## config.mk

```make
export PLATFORM = sky130hd
export DESIGN_NAME = virtual_texture_page_locator
export DESIGN_NICKNAME = d
export VERILOG_FILES = /design/src/vtpl_pkg.sv /design/src/vtpl_cell.sv /design/src/vtpl_scale.sv /design/src/virtual_texture_page_locator.sv
export SDC_FILE = /design/constraint.sdc
export NUM_CORES = 2
export LEC_CHECK = 0
export ABC_AREA = 1
export BUFFER_PORTS_ARGS = -buffer_cell sky130_fd_sc_hd__buf_2
export CORE_AREA = 2 2 441 443
export CTS_CLUSTER_SIZE = 25
export DETAILED_ROUTE_END_ITERATION = 8
export DIE_AREA = 0 0 443 445
export PLACE_DENSITY = 0.64
export SYNTH_ARGS = -nofsm -noshare
export SYNTH_HDL_FRONTEND = slang
export SYNTH_SLANG_ARGS = --single-unit
```

## constraint.sdc

```tcl
create_clock -name clk -period 45.1 [get_ports clk]
set_clock_uncertainty 0.1 [all_clocks]
set_input_delay 6.765 -clock clk [delete_from_list [all_inputs] [get_ports clk]]
set_output_delay 6.765 -clock clk [all_outputs]
set_load 0.05 [all_outputs]
```

## src/vtpl_pkg.sv

```systemverilog
// Shared types, constants and the page count function of the virtual texture page locator.
// No dependencies; every other file imports this package.
package vtpl_pkg;

  localparam int MAX_LEVELS         = 16;
  localparam int PAGE_TEXELS        = 128;
  localparam int PAGE_PAYLOAD_BYTES = 73984;

  localparam int DIM_W   = 15;
  localparam int LEVEL_W = 4;
  localparam int PAGE_W  = 10;
  localparam int CNT_W   = 5;
  localparam int OFF_W   = 40;

  localparam int HEADER_BYTES = 24;
  localparam int TABLE_BYTES  = 8;

  localparam int PG_W   = $clog2(((2 ** DIM_W) - 1 + PAGE_TEXELS - 1) / PAGE_TEXELS + 1);
  localparam int MUL_W  = (PG_W > PAGE_W) ? PG_W : PAGE_W;
  localparam int ACC_W  = 2 * MUL_W + $clog2(MAX_LEVELS + 2);
  localparam int PPB_W  = $clog2(PAGE_PAYLOAD_BYTES + 1);
  localparam int PROD_W = ACC_W + PPB_W;
  localparam int SUM_W  = (PROD_W + 1 > OFF_W + 1) ? PROD_W + 1 : OFF_W + 1;
  localparam int BASE_W = $clog2(HEADER_BYTES + TABLE_BYTES * MAX_LEVELS + 1);

  localparam int CFG_IDX_W = 2;
  localparam logic [CFG_IDX_W-1:0] CFG_WIDTH  = 2'd0;
  localparam logic [CFG_IDX_W-1:0] CFG_HEIGHT = 2'd1;
  localparam logic [CFG_IDX_W-1:0] CFG_LEVELS = 2'd2;

  typedef enum logic [1:0] {
    ST_OK    = 2'd0,
    ST_LEVEL = 2'd1,
    ST_PAGE  = 2'd2
  } status_t;

  typedef struct packed {
    logic [DIM_W-1:0]   width;
    logic [DIM_W-1:0]   height;
    logic [LEVEL_W-1:0] remain;
    logic               done;
    status_t            status;
    logic [PAGE_W-1:0]  col;
    logic [PAGE_W-1:0]  row;
    logic [ACC_W-1:0]   acc;
  } tok_t;

  function automatic logic [PG_W-1:0] pages_along(input logic [DIM_W-1:0] d);
    logic [DIM_W:0] t;
    t = (d == '0) ? (DIM_W+1)'(1) : {1'b0, d};
    t = t + (DIM_W+1)'(PAGE_TEXELS - 1);
    return PG_W'(t / PAGE_TEXELS);
  endfunction

endpackage

```

## src/vtpl_cell.sv

```systemverilog
// One cell of the level chain: it handles the mip level of its place in the row.
// Depends on vtpl_pkg for the token type and the page count function.
module vtpl_cell import vtpl_pkg::*; (
  input  logic clk,
  input  logic rst_n,
  input  logic en,
  input  logic in_valid,
  input  tok_t in_tok,
  output logic out_valid,
  output tok_t out_tok
);

  logic [PG_W-1:0]    pw;
  logic [PG_W-1:0]    ph;
  logic               active;
  logic               here;
  logic               page_ok;
  logic [MUL_W-1:0]   op_a;
  logic [MUL_W-1:0]   op_b;
  logic [2*MUL_W-1:0] prod;
  logic [PAGE_W-1:0]  addend;
  tok_t               tok_nxt;
  logic               valid_r;
  tok_t               tok_r;

  always_comb begin
    pw      = pages_along(in_tok.width);
    ph      = pages_along(in_tok.height);
    active  = !in_tok.done && (in_tok.status == ST_OK);
    here    = (in_tok.remain == '0);
    page_ok = (MUL_W'(in_tok.col) < MUL_W'(pw)) && (MUL_W'(in_tok.row) < MUL_W'(ph));
    op_a    = here ? MUL_W'(in_tok.row) : MUL_W'(pw);
    op_b    = here ? MUL_W'(pw) : MUL_W'(ph);
    prod    = op_a * op_b;
    addend  = here ? in_tok.col : '0;

    tok_nxt        = in_tok;
    tok_nxt.width  = in_tok.width >> 1;
    tok_nxt.height = in_tok.height >> 1;
    if (active) begin
      if (!here) begin
        tok_nxt.acc    = in_tok.acc + ACC_W'(prod);
        tok_nxt.remain = in_tok.remain - LEVEL_W'(1);
      end else if (page_ok) begin
        tok_nxt.acc  = in_tok.acc + ACC_W'(prod) + ACC_W'(addend);
        tok_nxt.done = 1'b1;
      end else begin
        tok_nxt.status = ST_PAGE;
        tok_nxt.done   = 1'b1;
      end
    end
  end

  always_ff @(posedge clk) begin
    if (!rst_n) begin
      valid_r <= 1'b0;
    end else if (en) begin
      valid_r <= in_valid;
    end
  end

  always_ff @(posedge clk) begin
    if (en) begin
      tok_r <= tok_nxt;
    end
  end

  assign out_valid = valid_r;
  assign out_tok   = tok_r;

endmodule

```

## src/vtpl_scale.sv

```systemverilog
// Final stages: page index times payload size plus header and table, saturated; 0 on error.
// Depends on vtpl_pkg for widths, the status type and the token type.
module vtpl_scale import vtpl_pkg::*; (
  input  logic              clk,
  input  logic              rst_n,
  input  logic              en,
  input  logic              in_valid,
  input  tok_t              in_tok,
  input  logic [BASE_W-1:0] base,
  output logic              out_valid,
  output logic [OFF_W-1:0]  out_offset,
  output status_t           out_status
);

  logic              s1_valid_r;
  logic [PROD_W-1:0] s1_prod_r;
  status_t           s1_status_r;
  logic [SUM_W-1:0]  sum;
  logic [OFF_W-1:0]  off_nxt;
  logic              out_valid_r;
  logic [OFF_W-1:0]  offset_r;
  status_t           status_r;

  always_comb begin
    sum = SUM_W'(s1_prod_r) + SUM_W'(base);
    if (s1_status_r != ST_OK) begin
      off_nxt = '0;
    end else if (sum > SUM_W'({OFF_W{1'b1}})) begin
      off_nxt = {OFF_W{1'b1}};
    end else begin
      off_nxt = OFF_W'(sum);
    end
  end

  always_ff @(posedge clk) begin
    if (!rst_n) begin
      s1_valid_r  <= 1'b0;
      out_valid_r <= 1'b0;
    end else if (en) begin
      s1_valid_r  <= in_valid;
      out_valid_r <= s1_valid_r;
    end
  end

  always_ff @(posedge clk) begin
    if (en) begin
      s1_prod_r   <= PROD_W'(in_tok.acc) * PROD_W'(PAGE_PAYLOAD_BYTES);
      s1_status_r <= in_tok.status;
      offset_r    <= off_nxt;
      status_r    <= s1_status_r;
    end
  end

  assign out_valid  = out_valid_r;
  assign out_offset = offset_r;
  assign out_status = status_r;

endmodule

```

## src/virtual_texture_page_locator.sv

```systemverilog
// Virtual texture page locator: a request enters a row of one cell per mip level,
// moves from cell to cell, then through a payload multiply and an output register,
// and one request is taken every cycle while the output is not stalled.
// Depends on vtpl_pkg, vtpl_cell, vtpl_scale.
module virtual_texture_page_locator import vtpl_pkg::*; (
  input  logic                 clk,
  input  logic                 rst_n,
  input  logic                 in_tvalid,
  output logic                 in_tready,
  input  logic [23:0]          in_tdata,   // level [3:0], page_col [13:4], page_row [23:14]
  output logic                 out_tvalid,
  input  logic                 out_tready,
  output logic [47:0]          out_tdata,  // byte_offset [39:0], status [41:40], zeros above
  input  logic                 cfg_valid,
  output logic                 cfg_ready,
  input  logic [CFG_IDX_W-1:0] cfg_index,
  input  logic [DIM_W-1:0]     cfg_data
);

  logic [DIM_W-1:0]  width_r;
  logic [DIM_W-1:0]  height_r;
  logic [CNT_W-1:0]  levels_r;
  logic [CNT_W-1:0]  eff_cnt;
  logic [BASE_W-1:0] base;
  logic              en;
  logic [LEVEL_W-1:0] in_level;
  tok_t              chain_tok [MAX_LEVELS+1];
  logic [MAX_LEVELS:0] chain_valid;
  logic [OFF_W-1:0]  res_offset;
  status_t           res_status;

  assign cfg_ready = 1'b1;

  always_ff @(posedge clk) begin
    if (!rst_n) begin
      width_r  <= DIM_W'(1);
      height_r <= DIM_W'(1);
      levels_r <= CNT_W'(1);
    end else if (cfg_valid) begin
      if (cfg_index == CFG_WIDTH) begin
        width_r <= cfg_data;
      end else if (cfg_index == CFG_HEIGHT) begin
        height_r <= cfg_data;
      end else if (cfg_index == CFG_LEVELS) begin
        levels_r <= cfg_data[CNT_W-1:0];
      end
    end
  end

  always_comb begin
    eff_cnt  = (levels_r > CNT_W'(MAX_LEVELS)) ? CNT_W'(MAX_LEVELS) : levels_r;
    base     = BASE_W'(HEADER_BYTES) + BASE_W'(eff_cnt) * BASE_W'(TABLE_BYTES);
    en       = !out_tvalid || out_tready;
    in_level = in_tdata[3:0];
  end

  assign chain_valid[0] = in_tvalid;
  assign chain_tok[0]   = '{width:  width_r,
                            height: height_r,
                            remain: in_level,
                            done:   1'b0,
                            status: (CNT_W'(in_level) >= eff_cnt) ? ST_LEVEL : ST_OK,
                            col:    in_tdata[13:4],
                            row:    in_tdata[23:14],
                            acc:    '0};

  assign in_tready = en;

  for (genvar i = 0; i < MAX_LEVELS; i++) begin : g_cell
    vtpl_cell u_cell (
      .clk       (clk),
      .rst_n     (rst_n),
      .en        (en),
      .in_valid  (chain_valid[i]),
      .in_tok    (chain_tok[i]),
      .out_valid (chain_valid[i+1]),
      .out_tok   (chain_tok[i+1])
    );
  end

  vtpl_scale u_scale (
    .clk        (clk),
    .rst_n      (rst_n),
    .en         (en),
    .in_valid   (chain_valid[MAX_LEVELS]),
    .in_tok     (chain_tok[MAX_LEVELS]),
    .base       (base),
    .out_valid  (out_tvalid),
    .out_offset (res_offset),
    .out_status (res_status)
  );

  assign out_tdata = {6'b0, res_status, res_offset};

  a_err_zero: assert property (@(posedge clk) disable iff (!rst_n)
    out_tvalid && (res_status != ST_OK) |-> res_offset == '0)
    else $error("non-zero offset with an error status");

  a_ok_above_base: assert property (@(posedge clk) disable iff (!rst_n)
    out_tvalid && (res_status == ST_OK) |-> res_offset >= OFF_W'(base))
    else $error("offset below the header and page table");

  a_chain_resolved: assert property (@(posedge clk) disable iff (!rst_n)
    chain_valid[MAX_LEVELS] && (chain_tok[MAX_LEVELS].status == ST_OK)
      |-> chain_tok[MAX_LEVELS].done)
    else $error("request left the cell row without reaching its level");

  a_reset_idle: assert property (@(posedge clk) !rst_n |=> !out_tvalid)
    else $error("output transaction offered straight after reset");

endmodule
```

## Word-level counts from Yosys, hierarchy flattened

Index checks and enable logic that the tools add are counted.

| cells by class | value |
|---|---|
| add/sub/neg operators | 78 |
| multipliers | 16 |
| magnitude comparators | 35 |
| equal/unequal tests | 2 |
| muxes and demuxes | 190 |
| bitwise logic cells | 2 |
| reduce and logical (&&, ||, !) cells | 116 |

Operators with widths:

| cell | count |
|---|---|
| 2-to-1 mux 25 bit | 45 |
| adder 16 x 7 -> 16 bit, second input constant | 30 |
| zero test 15 bit | 30 |
| adder 25 x 10 -> 25 bit | 16 |
| 2-to-1 mux 10 bit | 34 |
| adder 25 x 20 -> 25 bit | 13 |
| less-than comparator 10 x 9 -> 1 bit | 30 |
| multiplier 10 x 10 -> 20 bit | 15 |
| 2-to-1 mux 9 bit | 17 |
| 2-to-1 mux 7 bit | 17 |
| 2-to-1 mux 4 bit | 17 |
| zero test 4 bit | 16 |
| subtractor 4 x 1 -> 4 bit, second input constant | 15 |
| 2-to-1 mux 3 bit | 17 |
| adder 42 x 8 -> 43 bit | 1 |
| > comparator 43 x 40 -> 1 bit, second input constant | 1 |
| 2-to-1 mux 2 bit | 20 |
| 2-to-1 mux 20 bit | 2 |
| 2-to-1 mux 40 bit | 1 |
| zero test 2 bit | 17 |
| multiplier 25 x 9 -> 34 bit, second input constant | 1 |
| logical AND 1 bit | 31 |
| 2-to-1 mux 15 bit | 2 |
| 2-to-1 mux 14 bit | 2 |
| other kinds (22) | 49 |

| storage, ports and cells | value |
|---|---|
| bits in registers | 1,144 |
| bits of input ports | 46 |

## Longest topological paths before layout

| logic depth | value |
|---|---|
| word-level depth | 10 |
| depth in mapped cells | 46 |
| mapped depth without buffers | 46 |

## Cells and area by module

Synthesis repeated with hierarchy kept, for this count alone.

| second synthesis, totals | value |
|---|---|
| cells, all modules | 20,962 |
| area, all modules | 159,983.4 um2 |

Modules (own cells, without submodules):

| module | instances | cells an instance | area an instance (um2) |
|---|---|---|---|
| vtpl_cell (g_cell[0].u_cell ...) | 7 | 1,229 | 9,425.3 |
| vtpl_cell (g_cell[4].u_cell ...) | 6 | 1,287 | 9,644.2 |
| vtpl_cell (g_cell[2].u_cell) | 1 | 1,287 | 9,619.2 |
| vtpl_cell (g_cell[11].u_cell) | 1 | 1,238 | 9,600.5 |
| vtpl_cell (g_cell[3].u_cell) | 1 | 1,228 | 9,389.0 |
| vtpl_scale | 1 | 614 | 5,776.8 |
| virtual_texture_page_locator | 1 | 270 | 1,755.4 |

## Worst setup path after synthesis

No wires, ideal clock.

| timing path | value |
|---|---|
| path type | input port to output port |
| start | in out_tready |
| end | out in_tready |
| arrival time | 35.267 ns |
| data required time | 38.235 ns |
| setup slack | 2.968 ns |
| stages on the path | 3 |
| buffers on the path | 1 |
| cell sequence | nor2_1 > clkinv_1 > clkbuf_1 |

| on the way | value |
|---|---|
| longest elaborated chain between the ends | 1 |

RTL lines:

| item | RTL line | source |
|---|---|---|
| start, declared | virtual_texture_page_locator.sv:12 | `input logic out_tready,` |
| logical OR 1 bit | virtual_texture_page_locator.sv:53 | `en = !out_tvalid \|\| out_tready;` |
| end, declared | virtual_texture_page_locator.sv:9 | `output logic in_tready,` |

Every way passes these cells.

## Worst setup path in the final report

Same ends and word-level chain as after synthesis.

==> reports/results.txt <==
Fraction of layout cells with a size suffix above 1 - 4.963%
Standard-cell row count - 161
Crit-path max FO - 35
Buffers on Ports - 89
CTS Root Cell - clkbuf_16
First drt pass iteration count - 9
Vias - 82909
Via/cell ratio - 5.483
Clock buffer depth - 3
# IOs - 97
Worst path required time - 38240 ps
Postcts setup bufs - 0
Post-synth EDFFs - 1031
Area of the mapped netlist - 95500 um^2
Fin. Hold Viols - 0
WL final - 297300 um
Sequential share of the synthesized area - 33.53%
Dpl cells - 14880
Leakage - 51.16 nW
Async S/R FF share, synth - 0%
Nets - 13729
Post-CTS Resized - 0
Status - finished clean
WP data arrival - 7840 ps
FF+latch count, synth - 1084
Total track usage - 29.95%
Post-Synthesis Cells - 12388
Max Fclk - 67.98 MHz
Wire per inst - 19.66 um
Crit path kind - in -> out
CTS tree - yes
Final setup fails - 0
Routability cong. - 0.9603
Hold_buf cts - 0
Syn_area_per_cell - 7.709 um^2
Clock Sink Count - 1084
Hold WC Path Type - reg -> reg
YS warnings - 0
DP HPWL - 243000 um
Total Die Area - 197100 um^2
H-Tree Depth - 4
Final Max Tran Viols - 0
Setup TNS - 0 ps
Core area - 192000 um^2
Tmin final - 14710 ps
Cell Pwr Density - 49.12 nW/um^2
DRT antenna net count - 0
Clk Latency, worst-skew pair - 820 ps
Largest net degree at the start of global routing - 173
Overflow after GRT - 0
Primary FF master, synth - edfxtp_1
Die X - 443 um
Die H - 445 um
Initial Util - 49.74%
Num CTS Buffers - 132
Iter 0 DRT Violations - 6564
Area delta synth->final - 8.054%
Clock transition at path regs - 70 ps
Number of remaining DRC errors - 0
Initial antenna violation count - 0
Relative slew slack - 15.50%
Number of global-route vias before repair - 80673
Crit. End Element - output pin
Non-filler cells, final - 15120
Synth cell types - 79
Max IR drop VDD - 0.02941 mV
Maxcap violations - 0
Critical Path Start Type - input port
Final Cycle Share - 32.61%
First-pass GRT wire length - 462800 um
Slew of the pin with the lowest slew margin - 1268 ps
RSZ-0062 raised after global routing - false
-- routing by layer --
layer  wire length (um)  up-vias  global-route usage [%]
met4              14340        0                   13.08
met1             122900    39294                   37.33
li1                   -    40506                       -
met2             146200     2538                   52.68
met3              13950      571                   2.938
met5                  0        -                       0
-- worst max-delay path, cell delays in order --
cell and delay [ps]:
buf_2 70, nor2_1 30, buf_4 190, inv_8 300
buf_2 450
-- placed cells by master (no fill, tap or decap), types with 36 or more instances in the layout --
| master | instances |
|---|---|
| clkbuf_16 | 134 |
| inv_2 | 39 |
| fa_1 | 355 |
| nor2_2 | 64 |
| nand3b_1 | 44 |
| o22ai_1 | 56 |
| a21oi_1 | 574 |
| o21ai_1 | 52 |
| nand2_1 | 3033 |
| nor3_1 | 111 |
| or2_2 | 51 |
| nand2_2 | 46 |
| o21bai_1 | 40 |
| nand3_1 | 784 |
| nand4_1 | 157 |
| nor4_1 | 47 |
| o221ai_1 | 66 |
| xor2_1 | 253 |
| nor2_1 | 1252 |
| buf_4 | 45 |
| dfxtp_1 | 53 |
| o211ai_1 | 85 |
| a21o_1 | 36 |
| o21ai_0 | 448 |
| ha_1 | 840 |
| inv_1 | 2288 |
| edfxtp_1 | 1031 |
| buf_2 | 89 |
| xnor2_1 | 100 |
-- state kept, by name (all words and copies together), names as in the netlist --
signal,flops
u_scale.out_offset,38
u_scale.s1_prod_r,34
width_r,15
height_r,15
u_scale.out_valid,1
u_scale.out_status,2
levels_r,5
g_cell.u_cell.out_tok,955
u_scale.s1_valid_r,1
u_scale.s1_status_r,2
g_cell.u_cell.out_valid,16
-- where the power goes --
group	leakage, nW	internal [mW]	switching, mW
Sequential	12.2	1.38	0.218
Clock	2.11	0.623	0.471
Combinational	36.9	0.790	1.59
-- through the flow --
stage / hold WS [ps] / utilization (%) / setup slack (ps) / area (um^2) / power [mW]
final: 327.9 / 53.75 / 30390 / 103200 / 5.069
after global routing: 333.4 / 53.75 / 30360 / 103200 / 5.418
after CTS: 324.4 / 53.75 / 30390 / 103200 / 5.069
after detailed placement: 330.7 / 51.45 / 30330 / 98780 / 3.954
after global placement: 329.4 / 51.45 / 30260 / 98780 / 3.927
after floorplan: 300.3 / - / 2968 / 95520 / 3.203
-- worst paths after layout --
check | startpoint | endpoint | slack, ps | depth (start not counted)
setup / recovery | out_tready | in_tready | 30390 | 5
hold / removal | g_cell[1].u_cell.out_tok[56] | g_cell[2].u_cell.out_tok[55] | 330 | 0
setup reg to reg | g_cell[1].u_cell.out_tok[49] | g_cell[2].u_cell.out_tok[18] | 36080 | 38
hold reg to reg | g_cell[1].u_cell.out_tok[56] | g_cell[2].u_cell.out_tok[55] | 330 | 0
-- final cells by class --
type / instances / area [um^2]
antenna: 1 / 2.502
clock buffer: 163 / 3472
clock inverter: 76 / 933.4
fill: 18338 / 88790
inverter: 2341 / 8795
multi-input combinational: 8791 / 53940
sequential: 1084 / 32020
tap: 2526 / 3161
timing repair buffer: 138 / 863.3
-- Yosys cell counts (20+ instances only) --
master     count  area, um^2
nand2_1     3033       11380
inv_1       2288        8588
nor2_1      1255        4711
edfxtp_1    1031       30960
ha_1         840       10510
nand3_1      784        3924
a21oi_1      574        2873
o21ai_0      448        2242
fa_1         355        7107
xor2_1       253        2216
nand4_1      157       982.2
clkbuf_1     127       476.7
nor3_1       112       560.5
xnor2_1      100       875.8
o211ai_1      85       638.1
o221ai_1      66       578.1
nor2_2        61       381.6
o22ai_1       56       350.3
dfxtp_1       53        1061
o21ai_1       52       260.3
or2_2         51       319.1
nor4_1        47       294.0
nand2_2       46       287.8
nand3b_1      44       330.3
o21bai_1      40       300.3
inv_2         39       146.4
a21o_1        36       270.3
a31oi_1       34       212.7
a22oi_1       31       232.7
o2111ai_1     30       262.8
buf_2         26       130.1
nor2_4        22       247.7
nand3_2       20       200.2
-- cell families (layout without fill, tap and decap cells) --
family / after synthesis / after routing / share of synthesized area (%)
DFF: 1084 / 1084 / 33.53
buffers and inverters: 2520 / 2718 / 10.03
and+or+nand+nor: 5693 / 5693 / 25.28
other: 2 / 10 / 0.007864
AOI/OAI and AO/OA: 1535 / 1535 / 9.346
xor gates and xnor gates: 359 / 359 / 3.363
adders and majority gates: 1195 / 1195 / 18.45
Note: power is estimated with default switching activity, not from simulation.
